### config.mk
export PLATFORM = sky130hd
export DESIGN_NAME = input_restricted_circular_deque_unit
export DESIGN_NICKNAME = d
export VERILOG_FILES = /design/src/rtl/ircd_pkg.sv /design/src/rtl/ircd_cell.sv /design/src/rtl/input_restricted_circular_deque_unit.sv
export VERILOG_INCLUDE_DIRS = /design/src /design/src/rtl
export SDC_FILE = /design/constraint.sdc
export NUM_CORES = 1
export LEC_CHECK = 0
export BUFFER_PORTS_ARGS = -buffer_cell sky130_fd_sc_hd__buf_2
export CAP_MARGIN = 15
export CORE_MARGIN = 3
export CORE_UTILIZATION = 30
export DETAILED_ROUTE_END_ITERATION = 7
export HOLD_SLACK_MARGIN = 0.03
export MAX_ROUTING_LAYER = met4
export SLEW_MARGIN = 10
export SYNTH_ARGS = -nofsm -noshare
export SYNTH_HDL_FRONTEND = slang
export SYNTH_SLANG_ARGS = --single-unit
### constraint.sdc
create_clock -name clk -period 10.72 [get_ports clk]
set_input_delay 2.144 -clock clk [delete_from_list [all_inputs] [get_ports clk]]
set_output_delay 2.144 -clock clk [all_outputs]
set_load 0.03 [all_outputs]
### src/rtl/input_restricted_circular_deque_unit_macros.svh
// Assertion macros for the input-restricted circular deque unit.
// Included by files that carry concurrent checks; no other dependencies.
`ifndef INPUT_RESTRICTED_CIRCULAR_DEQUE_UNIT_MACROS_SVH
`define INPUT_RESTRICTED_CIRCULAR_DEQUE_UNIT_MACROS_SVH
`ifndef SYNTHESIS
// Same-cycle implication, disabled while reset is asserted.
`define IRCD_ASSERT_IMPL(lbl, clk, rstn, ante, cons) \
  lbl: assert property (@(posedge clk) disable iff (!rstn) (ante) |-> (cons)) \
    else $error("deque check failed");
// Next-cycle implication, disabled while reset is asserted.
`define IRCD_ASSERT_NEXT(lbl, clk, rstn, ante, cons) \
  lbl: assert property (@(posedge clk) disable iff (!rstn) (ante) |=> (cons)) \
    else $error("deque check failed");
`else
`define IRCD_ASSERT_IMPL(lbl, clk, rstn, ante, cons)
`define IRCD_ASSERT_NEXT(lbl, clk, rstn, ante, cons)
`endif
`endif

### src/rtl/ircd_pkg.sv
// Shared types and constants for the input-restricted circular deque unit.
// No dependencies.
`timescale 1ns / 1ps
package ircd_pkg;

  localparam int unsigned DATA_W = 32;

  typedef logic signed [DATA_W-1:0] word_t;

  typedef enum logic [1:0] {
    CMD_INSERT    = 2'd0,
    CMD_DEL_FRONT = 2'd1,
    CMD_DEL_REAR  = 2'd2,
    CMD_DUMP      = 2'd3
  } cmd_t;

  typedef enum logic [1:0] {
    STAT_OK       = 2'd0,
    STAT_OVERFLOW = 2'd1,
    STAT_EMPTY    = 2'd2,
    STAT_RSVD     = 2'd3
  } status_t;

  localparam word_t VALUE_EMPTY = '1;
  localparam word_t VALUE_NONE  = '0;

  // Per-cell control: load takes the incoming item, wrap takes the head
  // cell's word, shift takes the right-hand neighbor's word.
  typedef struct packed {
    logic load;
    logic wrap;
    logic shift;
  } cell_ctl_t;

endpackage

### src/rtl/ircd_cell.sv
// One storage cell of the deque chain: a 32-bit word register.
// Depends on ircd_pkg.
`timescale 1ns / 1ps
module ircd_cell (
  input  logic               clk,
  input  ircd_pkg::cell_ctl_t ctl,
  input  ircd_pkg::word_t    in_d,
  input  ircd_pkg::word_t    wrap_d,
  input  ircd_pkg::word_t    right_d,
  output ircd_pkg::word_t    q
);

  ircd_pkg::word_t word_r;
  ircd_pkg::word_t word_nxt;

  always_comb begin
    priority if (ctl.load) begin
      word_nxt = in_d;
    end else if (ctl.wrap) begin
      word_nxt = wrap_d;
    end else if (ctl.shift) begin
      word_nxt = right_d;
    end else begin
      word_nxt = word_r;
    end
  end

  always_ff @(posedge clk) begin
    word_r <= word_nxt;
  end

  assign q = word_r;

endmodule

### src/rtl/input_restricted_circular_deque_unit.sv
// Top level of the input-restricted circular deque unit: command decode,
// the row of storage cells and the output register.
// Depends on ircd_pkg, ircd_cell and input_restricted_circular_deque_unit_macros.svh.
`timescale 1ns / 1ps
`include "input_restricted_circular_deque_unit_macros.svh"
//
//   Channel | Ports        | Payload
//   --------+--------------+-------------------------------------------
//   input   | in_t*        | tuser: command; tdata: data_in
//   result  | out_t*       | tdata: value_out, status; tlast: last
//
// Insert, delete front and delete rear each produce one result, which sits
// in the output register; a new command is accepted in the same cycle that
// the previous result is taken.
// Dump is accepted and then sends one result per stored item: the chain
// rotates left by one cell per transfer, so the item count sets the number
// of transfers. The chain returns to its original order once the dump ends.
// Reset (synchronous, active low) empties the deque; cell contents are
// not cleared. A stalled result holds the output register and all state.
module input_restricted_circular_deque_unit #(
  parameter int unsigned DEPTH = 8
) (
  input  logic        clk,
  input  logic        rst_n,
  input  logic        in_tvalid,
  output logic        in_tready,
  input  logic [31:0] in_tdata,   // [31:0] data_in
  input  logic [1:0]  in_tuser,   // [1:0] command
  output logic        out_tvalid,
  input  logic        out_tready,
  output logic [39:0] out_tdata,  // [31:0] value_out, [33:32] status, [39:34] zero
  output logic        out_tlast
);

  // Count runs from zero to DEPTH inclusive; a cell index needs one bit less
  // at power-of-two depths.
  localparam int unsigned CW = $clog2(DEPTH + 1);
  localparam int unsigned IW = $clog2(DEPTH);
  localparam logic [CW-1:0] FULL_COUNT = CW'(DEPTH);
  localparam logic [CW-1:0] ONE_COUNT  = CW'(1);

  typedef enum logic [1:0] {
    ST_IDLE = 2'b01,
    ST_DUMP = 2'b10
  } state_t;

  state_t               state_r, state_nxt;
  logic [CW-1:0]        count_r, count_nxt;
  logic [CW-1:0]        rem_r, rem_nxt;
  logic                 out_valid_r, out_valid_nxt;
  ircd_pkg::word_t      out_value_r, out_value_nxt;
  ircd_pkg::status_t    out_status_r, out_status_nxt;
  logic                 out_last_r, out_last_nxt;

  ircd_pkg::word_t      cell_q [DEPTH];
  ircd_pkg::cell_ctl_t  cell_ctl [DEPTH];

  ircd_pkg::cmd_t       cmd;
  ircd_pkg::word_t      data_in;
  logic                 slot_free;
  logic                 in_fire;
  logic                 dump_step;
  logic [CW-1:0]        rear_pos;
  ircd_pkg::word_t      rear_q;
  logic                 do_load;
  logic                 do_shift;
  logic                 do_rotate;

  assign cmd       = ircd_pkg::cmd_t'(in_tuser);
  assign data_in   = ircd_pkg::word_t'(in_tdata);
  // The output register frees up either when empty or when its result moves on.
  assign slot_free = !out_valid_r || out_tready;
  assign in_tready = (state_r == ST_IDLE) && slot_free;
  assign in_fire   = in_tvalid && in_tready;
  assign dump_step = (state_r == ST_DUMP) && slot_free;

  // The front item always lives in cell zero and the rear item in the cell
  // just below the count.
  assign rear_pos = count_r - ONE_COUNT;
  assign rear_q   = cell_q[rear_pos[IW-1:0]];

  always_comb begin
    state_nxt      = state_r;
    count_nxt      = count_r;
    rem_nxt        = rem_r;
    out_valid_nxt  = out_valid_r && !out_tready;
    out_value_nxt  = out_value_r;
    out_status_nxt = out_status_r;
    out_last_nxt   = out_last_r;
    do_load        = 1'b0;
    do_shift       = 1'b0;
    do_rotate      = 1'b0;

    if (in_fire) begin
      unique case (cmd)
        ircd_pkg::CMD_INSERT: begin
          out_valid_nxt = 1'b1;
          out_value_nxt = ircd_pkg::VALUE_NONE;
          out_last_nxt  = 1'b1;
          if (count_r == FULL_COUNT) begin
            out_status_nxt = ircd_pkg::STAT_OVERFLOW;
          end else begin
            out_status_nxt = ircd_pkg::STAT_OK;
            do_load        = 1'b1;
            count_nxt      = count_r + ONE_COUNT;
          end
        end
        ircd_pkg::CMD_DEL_FRONT: begin
          out_valid_nxt = 1'b1;
          out_last_nxt  = 1'b1;
          if (count_r == '0) begin
            out_value_nxt  = ircd_pkg::VALUE_EMPTY;
            out_status_nxt = ircd_pkg::STAT_EMPTY;
          end else begin
            // Every cell takes its right-hand neighbor, dropping the front.
            out_value_nxt  = cell_q[0];
            out_status_nxt = ircd_pkg::STAT_OK;
            do_shift       = 1'b1;
            count_nxt      = count_r - ONE_COUNT;
          end
        end
        ircd_pkg::CMD_DEL_REAR: begin
          out_valid_nxt = 1'b1;
          out_last_nxt  = 1'b1;
          if (count_r == '0) begin
            out_value_nxt  = ircd_pkg::VALUE_EMPTY;
            out_status_nxt = ircd_pkg::STAT_EMPTY;
          end else begin
            out_value_nxt  = rear_q;
            out_status_nxt = ircd_pkg::STAT_OK;
            count_nxt      = count_r - ONE_COUNT;
          end
        end
        ircd_pkg::CMD_DUMP: begin
          if (count_r == '0) begin
            out_valid_nxt  = 1'b1;
            out_value_nxt  = ircd_pkg::VALUE_EMPTY;
            out_status_nxt = ircd_pkg::STAT_EMPTY;
            out_last_nxt   = 1'b1;
          end else begin
            state_nxt = ST_DUMP;
            rem_nxt   = count_r;
          end
        end
        default: begin
        end
      endcase
    end else if (dump_step) begin
      // Send the front word and rotate it around to the rear cell.
      out_valid_nxt  = 1'b1;
      out_value_nxt  = cell_q[0];
      out_status_nxt = ircd_pkg::STAT_OK;
      out_last_nxt   = (rem_r == ONE_COUNT);
      do_rotate      = 1'b1;
      rem_nxt        = rem_r - ONE_COUNT;
      if (rem_r == ONE_COUNT) begin
        state_nxt = ST_IDLE;
      end
    end
  end

  always_comb begin
    for (int i = 0; i < DEPTH; i++) begin
      cell_ctl[i].load  = do_load && (CW'(i) == count_r);
      cell_ctl[i].wrap  = do_rotate && (CW'(i) == rear_pos);
      cell_ctl[i].shift = do_shift || (do_rotate && (CW'(i) != rear_pos));
    end
  end

  for (genvar g = 0; g < DEPTH; g++) begin : g_cell
    ircd_pkg::word_t right_d;
    if (g == DEPTH - 1) begin : g_end
      assign right_d = cell_q[g];
    end else begin : g_mid
      assign right_d = cell_q[g+1];
    end
    ircd_cell u_cell (
      .clk     (clk),
      .ctl     (cell_ctl[g]),
      .in_d    (data_in),
      .wrap_d  (cell_q[0]),
      .right_d (right_d),
      .q       (cell_q[g])
    );
  end

  always_ff @(posedge clk) begin
    if (!rst_n) begin
      state_r     <= ST_IDLE;
      count_r     <= '0;
      rem_r       <= '0;
      out_valid_r <= 1'b0;
    end else begin
      state_r     <= state_nxt;
      count_r     <= count_nxt;
      rem_r       <= rem_nxt;
      out_valid_r <= out_valid_nxt;
    end
  end

  always_ff @(posedge clk) begin
    out_value_r  <= out_value_nxt;
    out_status_r <= out_status_nxt;
    out_last_r   <= out_last_nxt;
  end

  assign out_tvalid = out_valid_r;
  assign out_tdata  = {6'b0, out_status_r, out_value_r};
  assign out_tlast  = out_last_r;

  // The item count never passes the number of cells.
  `IRCD_ASSERT_IMPL(a_count_bound, clk, rst_n, 1'b1, count_r <= FULL_COUNT)
  // A dump in progress always has items left to send.
  `IRCD_ASSERT_IMPL(a_dump_rem, clk, rst_n, state_r == ST_DUMP, rem_r != '0)
  // An insert into a full deque reports overflow and leaves the count alone.
  `IRCD_ASSERT_NEXT(a_overflow, clk, rst_n,
                    in_fire && cmd == ircd_pkg::CMD_INSERT && count_r == FULL_COUNT,
                    out_valid_r && out_status_r == ircd_pkg::STAT_OVERFLOW && $stable(count_r))
  // The final dump transfer carries last and returns to idle.
  `IRCD_ASSERT_NEXT(a_dump_end, clk, rst_n, dump_step && rem_r == ONE_COUNT,
                    out_last_r && state_r == ST_IDLE)

endmodule

==> results of run 1 <==
[per-layer routing]
layer	vias up	GRT usage	wire (um)
met5	-	-	0
met4	0	0.0489	970
met2	560	0.266	23500
li1	5705	-	-
met3	82	0.0332	4210
met1	6184	0.221	21100
[worst max-delay path, stage by stage]
cell	delay [ns]
buf_2	0.10
nor2b_1	0.38
nor2_1	0.09
buf_2	0.19
[final timing paths]
| kind | endpoint | slack (ns) | cells past startpoint |
|---|---|---|---|
| worst max-delay path | in_tready | 5.66 | 4 |
| worst min register to register | rem_r[3] | 0.47 | 2 |
| worst max register to register | g_cell[4].u_cell.q[18] | 7.11 | 6 |
| worst min-delay path | rem_r[3] | 0.47 | 2 |
[cell type report]
cell class,count,area [um^2]
diodes,5,12.5
multi-input cells,1103,7140
inverters,8,30.0
clock buffers,44,952
well taps,748,936
repair buffers,97,543
fillers,5527,36800
clock inverters,18,236
flip-flops and latches,302,8960
[state kept, by name, summed over array words and instances (netlist names)]
register and flops:
count_r 4, rem_r 4, out_value_r 32, out_tvalid 1, out_status_r 2, out_tlast 1
g_cell.u_cell.q 256, state_r 2
[cells by family after synthesis]
| family | share of synthesized area |
|---|---|
| and+or+nand+nor | 0.142 |
| buffers and inverters | 0.0600 |
| muxes | 0.148 |
| xor gates and xnor gates | 0.00206 |
| DFF | 0.527 |
| other | 0.000220 |
| AOI/OAI and AO/OA | 0.111 |
| adders and majority gates | 0.0103 |
[per-stage QoR]
step	area (um^2)	worst slack, ns	hold slack [ns]	total power (W)	util
after floorplan	17000	4.87	0.438	0.00193	-
after global placement	17600	5.42	0.457	0.00213	0.317
after detailed placement	17600	5.33	0.455	0.00214	0.317
after CTS	18800	5.66	0.464	0.00341	0.338
after global routing	18800	5.61	0.502	0.00350	0.338
final	18800	5.66	0.466	0.00338	0.338
[power breakdown]
part / internal [W] / switching, W
combinational: 0.000252 / 0.000397
clock: 0.000773 / 0.000490
sequential: 0.00140 / 0.0000718
total: 0.00242 / 0.000959
[synth_stat cells, types with 4 or more instances]
master and instances:
nand2_1 375, edfxtp_1 291, nor2_1 174, a31oi_1 131, clkbuf_1 80, o21ai_0 68
mux2_2 64, mux4_2 64, buf_2 48, a21oi_1 42, mux2i_1 36, o22ai_1 33
o211ai_1 32, buf_1 27, buf_4 21, buf_6 17, ha_1 14, dfxtp_1 11
and2_1 9, inv_1 8, nand4_1 7, nand3_1 5, nand2_2 4, nand2b_1 4
nor2b_1 4, nor3b_1 4, xnor2_1 4
==> flow_summary.toml, run 1 <==
[global_route]
grt_pass1_wl_um = 76300
antenna_found_initial = 5
overflow = 0
grt_max_degree = 66
grt_pass1_vias = 12323
grt_use_total = 0.169

[floorplanning]
ios = 81
die_w_um = 244
rows = 86
die_h_um = 244
core_mm2 = 0.0556
dieArea_mm2 = 0.0596
initial_core_util = 0.306

[critical_path]
cp-start-kind = "input pin"
cp_max_fo = 5
cp.required_ns = 8.58
crit_arrival_ns = 2.92
end_kind = "output pin"
critPathLaunch = "out_tready"
crit_type = "in -> out"
r2r_start = "count_r[0]"

[placed_design]
dp_hpwl_um = 29300
dp.cells = 2258
gp_congestion = 0.785
port_buffers = 74

[sta]
finalHoldViolations = 0
layout_worst_path_cycle_share = 0.472
max_slew_margin = 0.242
finalSetupViolCount = 0
rsz0062_at_grt = "false"
max_freq_mhz = 198
finClkSkew_ns = 0.0194
min_period_ns = 5.06
drv_slew = 0
tightest_slew_ns = 1.13
tns_ns = 0

[cts]
postCtsResizedCells = 0
clock_latency_ns = 0.54
path_clk_slew_ns = 0.06
htree_num_levels = 2
cts_buffer_depth = 3
postCtsHoldBufs = 0
cts.sinks = 302
numCtsBuffers = 35
post_cts_buffers = 0
cts_tree = "yes"
clockRootBuffer = "clkbuf_16"

[synth]
yosysWarnings = 0
synth.distinct_cells = 46
synth_edf_count = 291
synth_flop_cell = "edfxtp_1"
netlist_instances = 1601
netlist_top_cells_area = "edfxtp_1 (51%), mux4_2 (8.5%), nand2_1 (8.3%), a31oi_1 (4.8%), mux2_2 (4.2%)"
syn_area_mm2 = 0.0170
async_flop_share = 0
synth_top_area_cell = "edfxtp_1"
synth_top_cell_area_share = 0.514
seq_area_frac_synth = 0.527
ys_seq_elements = 302
postSynthAreaPerCell_um2 = 10.6

[cells_and_area]
area_growth_pct = 10.6
fin_cells = 2325
layout_common_cells = "nand2_1 (366), edfxtp_1 (291), nor2_1 (174)"
drive_gt1_frac = 0.191
final_common_cell = "nand2_1"
nNetsFinal = 1599

[run_status]
status = "finished, final reports clean"

[route]
postRouteWirelength_um = 49800
drt-initial-drc-count = 1339
wl_per_cell_um = 21.4
dr.pass1.iters = 5
viasPerCell = 5.39
vias = 12531
drc = 0
ant_nets = 0

[pwr]
ir_worst_vdd_mv = 0.0889
cellLeakagePower_nw = 6.35
powerDensity_mw_per_mm2 = 180

[worst_hold_path]
hp-start = "rem_r[3]"
hold_path_class = "reg -> reg"

[run]
drv_cap = 0
Note: power is estimated with default switching activity, not from simulation.
==> inputs of run 2 (changes only) <==
==> constraint.sdc (replaced) <==
create_clock -name clk -period 5.22 [get_ports clk]
set_input_delay 1.044 -clock clk [delete_from_list [all_inputs] [get_ports clk]]
set_output_delay 1.044 -clock clk [all_outputs]
set_load 0.03 [all_outputs]
==> run 2 against run 1 <==
Against the previous run:
- worst hold slack better by 0.014 ns
- clock-buffer cell count unchanged
- global-route usage up 0.52 points
- first-iteration DRC count up 12%
- sequential share of layout area down 0.18 points
- final cell count up 0.60%
- core utilization up 0.13 points
- combinational power up 110%
- register-to-register slack worse by 5.4 ns
- total power up 110%
- sequential power up 100%
- largest cell class unchanged
- design area up 0.39%
==> flow_summary.toml, run 2 (same netlist as run 1, synthesis figures left out) <==
[critical_path]
cp_max_fo = 65
cp-start-kind = "register"
rrSetupSlack_ns = 1.69
cp.required_ns = 5.38
cpMaxStageDelayCell = "buf_4"
crit_type = "reg -> reg"
timing.critical_path.mode_cell = "buf_4"
crit_arrival_ns = 3.69
crit_chain = "buf_4, ha_1, nand4_1, buf_4, nand2_2, buf_4"
crit_path_max_incr_delay_ns = 0.90
end_kind = "register"

[global_route]
overflow = 0
grt_max_degree = 66
antenna_found_initial = 8
grt_pass1_wl_um = 79000
grt_use_total = 0.174
grt_pass1_vias = 12913

[cells_and_area]
largest_reg_flops = 256
area_growth_pct = 11.0
final_common_cell = "nand2_1"
nNetsFinal = 1609
layout_common_cells = "nand2_1 (366), edfxtp_1 (291), nor2_1 (174)"
fin_area_mm2 = 0.0189
drive_gt1_frac = 0.198
fillers = 5467

[sta]
max_slew_margin = 0.230
finalSetupViolCount = 0
tightest_slew_ns = 1.15
timing.hold.ws_ns = 0.480
max_freq_mhz = 283
final.setup.worst_slack_ns = 1.69
finalHoldViolations = 0
tns_ns = 0
layout_worst_path_cycle_share = 0.676
min_period_ns = 3.53
rsz0062_at_grt = "false"
finClkSkew_ns = 0.00968
drv_slew = 0

[placed_design]
dp_slack_ns = 1.45
port_buffers = 74
dp_hpwl_um = 29700
gp_congestion = 0.794
place_area_mm2 = 0.0177

[route]
ant_nets = 0
wl_per_cell_um = 22.0
drc = 0
dr.pass1.iters = 6
postRouteWirelength_um = 51500
drt-initial-drc-count = 1502
viasPerCell = 5.53
vias = 12945

[pwr]
clkPwrFrac = 0.370
switching_share = 0.290
p_sw_w = 0.00201
internal-power_w = 0.00492
ir_worst_vdd_mv = 0.225
combPwrFrac = 0.196
total_power_w = 0.00694
p_seq_frac = 0.434
cellLeakagePower_nw = 6.39
powerDensity_mw_per_mm2 = 367

[worst_hold_path]
hold_path_class = "reg -> reg"

[floorplanning]
ios = 81
dieArea_mm2 = 0.0596
rows = 86
initial_core_util = 0.306
core_mm2 = 0.0556
die_w_um = 244
die_h_um = 244

[cts]
postCtsResizedCells = 0
numCtsBuffers = 36
cts_buffer_depth = 3
cts.sinks = 302
htree_num_levels = 2
path_clk_slew_ns = 0.06
clock_latency_ns = 0.53
post_cts_buffers = 0
cts_tree = "yes"
postCtsHoldBufs = 0
clockRootBuffer = "clkbuf_16"

[run_status]
status = "finished, final reports clean"

[run]
drv_cap = 0
[run 2: final cells by class]
| class | instances | area (um^2) | area share |
|---|---|---|---|
| diodes | 7 | 17.5 | 0.000927 |
| clock buffers | 44 | 973 | 0.0515 |
| clock inverters | 21 | 215 | 0.0114 |
| inverters | 8 | 30.0 | 0.00159 |
| multi-input cells | 1103 | 7140 | 0.378 |
| flip-flops and latches | 302 | 8960 | 0.475 |
| well taps | 748 | 936 | 0.0496 |
| repair buffers | 106 | 611 | 0.0323 |
[run 2: worst paths after layout]
kind	from	to	depth (start not counted)
worst max-delay path	count_r[0]	g_cell[5].u_cell.q[22]	6
worst min-delay path	rem_r[1]	rem_r[1]	2
worst min register to register	rem_r[1]	rem_r[1]	2
worst max register to register	count_r[0]	g_cell[5].u_cell.q[22]	6
[run 2: power by group through the flow]
stage               Sequential, W  Combinational [W]  Clock (W)
floorplan                 0.00307           0.000900          0
global placement          0.00306            0.00133          0
detailed placement        0.00306            0.00135          0
CTS                       0.00302            0.00135    0.00261
global route              0.00304            0.00144    0.00269
finish                    0.00301            0.00136    0.00256
[run 2: per-stage QoR]
stage / utilization / instances
after floorplan: - / 1606
after global placement: 0.318 / 2267
after detailed placement: 0.318 / 2267
after CTS: 0.339 / 2332
after global routing: 0.340 / 2339
final: 0.340 / 2339
[run 2: critical path: cells and delay by family (launching register included)]
family / cells / cell delay (ns)
buffers and inverters: 3 / 1.81
adder cells (fa/ha/maj): 1 / 0.34
flip-flops: 1 / 0.71
AND/OR/NAND/NOR: 2 / 0.24
[run 2: per-layer routing]
metal | vias up | track usage | part of all wire
met1 | 6360 | 0.227 | 0.41
met5 | - | - | 0
met2 | 750 | 0.272 | 0.46
li1 | 5724 | - | -
met3 | 111 | 0.0361 | 0.10
met4 | 0 | 0.0552 | 0.028
==> inputs of run 3 (changes only) <==
==> constraint.sdc (replaced) <==
create_clock -name clk -period 2.9 [get_ports clk]
set_input_delay 0.58 -clock clk [delete_from_list [all_inputs] [get_ports clk]]
set_output_delay 0.58 -clock clk [all_outputs]
set_load 0.03 [all_outputs]
==> run 3 against run 2 <==
Against the previous run:
- first-iteration DRC count rose by 5.9%
- critical path type unchanged
- sequential share of layout area fell by 1.3 points
- clock-buffer cell count fell by 1
- worst hold slack got worse by 0.21 ns
- setup slack got worse by 1.3 ns
- non-clock buffer count rose by 34
==> flow_summary.toml, run 3 (same netlist as run 1, synthesis figures left out) <==
[run_status]
status = "finished, final reports clean"

[pwr]
cellLeakagePower_nw = 6.65
p_seq_frac = 0.424
ir_worst_vdd_mv = 0.437
total_power_w = 0.0126
powerDensity_mw_per_mm2 = 652
internal-power_w = 0.00899
switching_share = 0.289
clkPwrFrac = 0.366
p_sw_w = 0.00365
combPwrFrac = 0.210

[global_route]
overflow = 0
grt_use_met3 = 0.0397
grt_pass1_wl_um = 80400
gr-max-usage-layer = "met2"
antenna_found_initial = 4
grt_max_degree = 65
grt_use_total = 0.179
grt_pass1_vias = 12906
met2_usage = 0.279
grt_util_met1 = 0.231

[critical_path]
cpMaxStageDelayCell = "xnor2_1"
reg2regPathDepth = 8
crit_path_max_incr_delay_ns = 0.52
crit_type = "reg -> reg"
crit_arrival_ns = 2.94
cp.required_ns = 3.28
cp-start-kind = "register"
timing.critical_path.mode_cell = "and2_1"
end_kind = "register"
cp_max_fo = 19
rrSetupSlack_ns = 0.34
r2r_end = "g_cell[1].u_cell.q[18]"
crit_chain = "inv_1, ha_1, xnor2_1, and2_1, and2_1, buf_4, nand2_1, a31oi_1"
r2r_start = "count_r[1]"
critPathLaunch = "count_r[1]"

[placed_design]
dp_slack_ns = 0.273
gp_congestion = 0.792
port_buffers = 74
dp.cells = 2301
dp_hpwl_um = 32300

[sta]
min_period_ns = 2.56
finalHoldViolations = 0
rsz0062_at_grt = "false"
final.setup.worst_slack_ns = 0.339
max_freq_mhz = 391
max_slew_margin = 0.516
finalSetupViolCount = 0
tightest_slew_ns = 0.726
finClkSkew_ns = 0.0241
drv_slew = 0
layout_worst_path_cycle_share = 0.883

[cells_and_area]
layout_common_cells = "nand2_1 (366), edfxtp_1 (291), nor2_1 (174)"
multi_input_area_mm2 = 0.00714
drive_gt1_frac = 0.212
fin_cells = 2368
utilization = 0.349
area_growth_pct = 14.1
final_common_cell = "nand2_1"
seqCellArea_mm2 = 0.00896
largest_reg_flops = 256
nNetsFinal = 1643
fillers = 5474

[floorplanning]
core_mm2 = 0.0556
die_w_um = 244
dieArea_mm2 = 0.0596
ios = 81
die_h_um = 244
initial_core_util = 0.306
rows = 86

[worst_hold_path]
hold_path_class = "in -> reg"
hp-start = "rst_n"
worstHoldPathCells = 2
worstHoldEndpoint = "state_r[0]"

[cts]
htree_num_levels = 2
clockRootBuffer = "clkbuf_16"
clock_latency_ns = 0.55
postCtsHoldBufs = 0
post_cts_buffers = 0
path_clk_slew_ns = 0.06
cts_tree = "yes"
cts.sinks = 302
cts_buffer_depth = 3
numCtsBuffers = 36
postCtsResizedCells = 0

[route]
vias = 13043
drc = 0
viasPerCell = 5.51
wl_per_cell_um = 22.1
drt-initial-drc-count = 1590
postRouteWirelength_um = 52400
ant_nets = 0
dr.pass1.iters = 5

[run]
drv_cap = 0
[run 3: cell types whose count changed in the layout (fill, tap and decap cells not counted)]
| cell | delta |
|---|---|
| clkinv_1 | +3 |
| clkinv_8 | -1 |
| clkinv_4 | -1 |
| buf_4 | +11 |
| buf_12 | +23 |
| diode_2 | -3 |
| clkinv_2 | -4 |
| bufinv_16 | +1 |
| clkbuf_16 | -1 |
| clkinvlp_4 | -1 |
| inv_6 | +2 |
[run 3: power groups by stage]
stage	sequential (W)	combinational (W)	clock [W]
after floorplan	0.00552	0.00163	0
after global placement	0.00544	0.00261	0
after detailed placement	0.00545	0.00265	0
after CTS	0.00537	0.00265	0.00473
after global routing	0.00540	0.00283	0.00490
final	0.00537	0.00266	0.00463
[run 3: layout make-up]
| cell class | instances | share of cell area |
|---|---|---|
| Sequential cell | 302 | 0.462 |
| Multi-Input combinational cell | 1103 | 0.368 |
| Timing Repair Buffer | 140 | 0.0595 |
| Clock buffer | 43 | 0.0489 |
| Tap cell | 748 | 0.0482 |
| Clock inverter | 20 | 0.0114 |
| Inverter | 8 | 0.00155 |
| Antenna cell | 4 | 0.000516 |
[run 3: per-layer routing]
layer | part of all wire | vias up
met4 | 0.029 | 0
li1 | - | 5795
met5 | 0 | -
met2 | 0.46 | 703
met3 | 0.096 | 112
met1 | 0.41 | 6433
[run 3: metrics by stage]
stage	hold WS, ns	setup TNS (ns)	area, um^2
after floorplan	0.438	-28.07	17100
after global placement	0.452	0	18200
after detailed placement	0.463	0	18200
after CTS	0.249	0	19400
after global routing	0.281	0	19400
final	0.274	0	19400
[run 3: how the worst max path moves through the flow]
| stage | endpoint | cells past startpoint |
|---|---|---|
| after floorplan | g_cell[1].u_cell.q[0] | 8 |
| after CTS | g_cell[1].u_cell.q[27] | 8 |
| after global routing | g_cell[1].u_cell.q[30] | 8 |
| final | g_cell[1].u_cell.q[18] | 8 |
| after global placement | g_cell[7].u_cell.q[22] | 8 |
| after detailed placement | g_cell[7].u_cell.q[25] | 8 |
[run 3: worst max-delay path: cells and delay by family (launching register included)]
family	cells	cell delay (ns)
AOI/OAI and AO/OA	1	0.18
adders and majority gates	1	0.23
buffers and inverters	2	0.46
xor gates and xnor gates	1	0.52
DFF	1	0.45
and+or+nand+nor	3	0.52
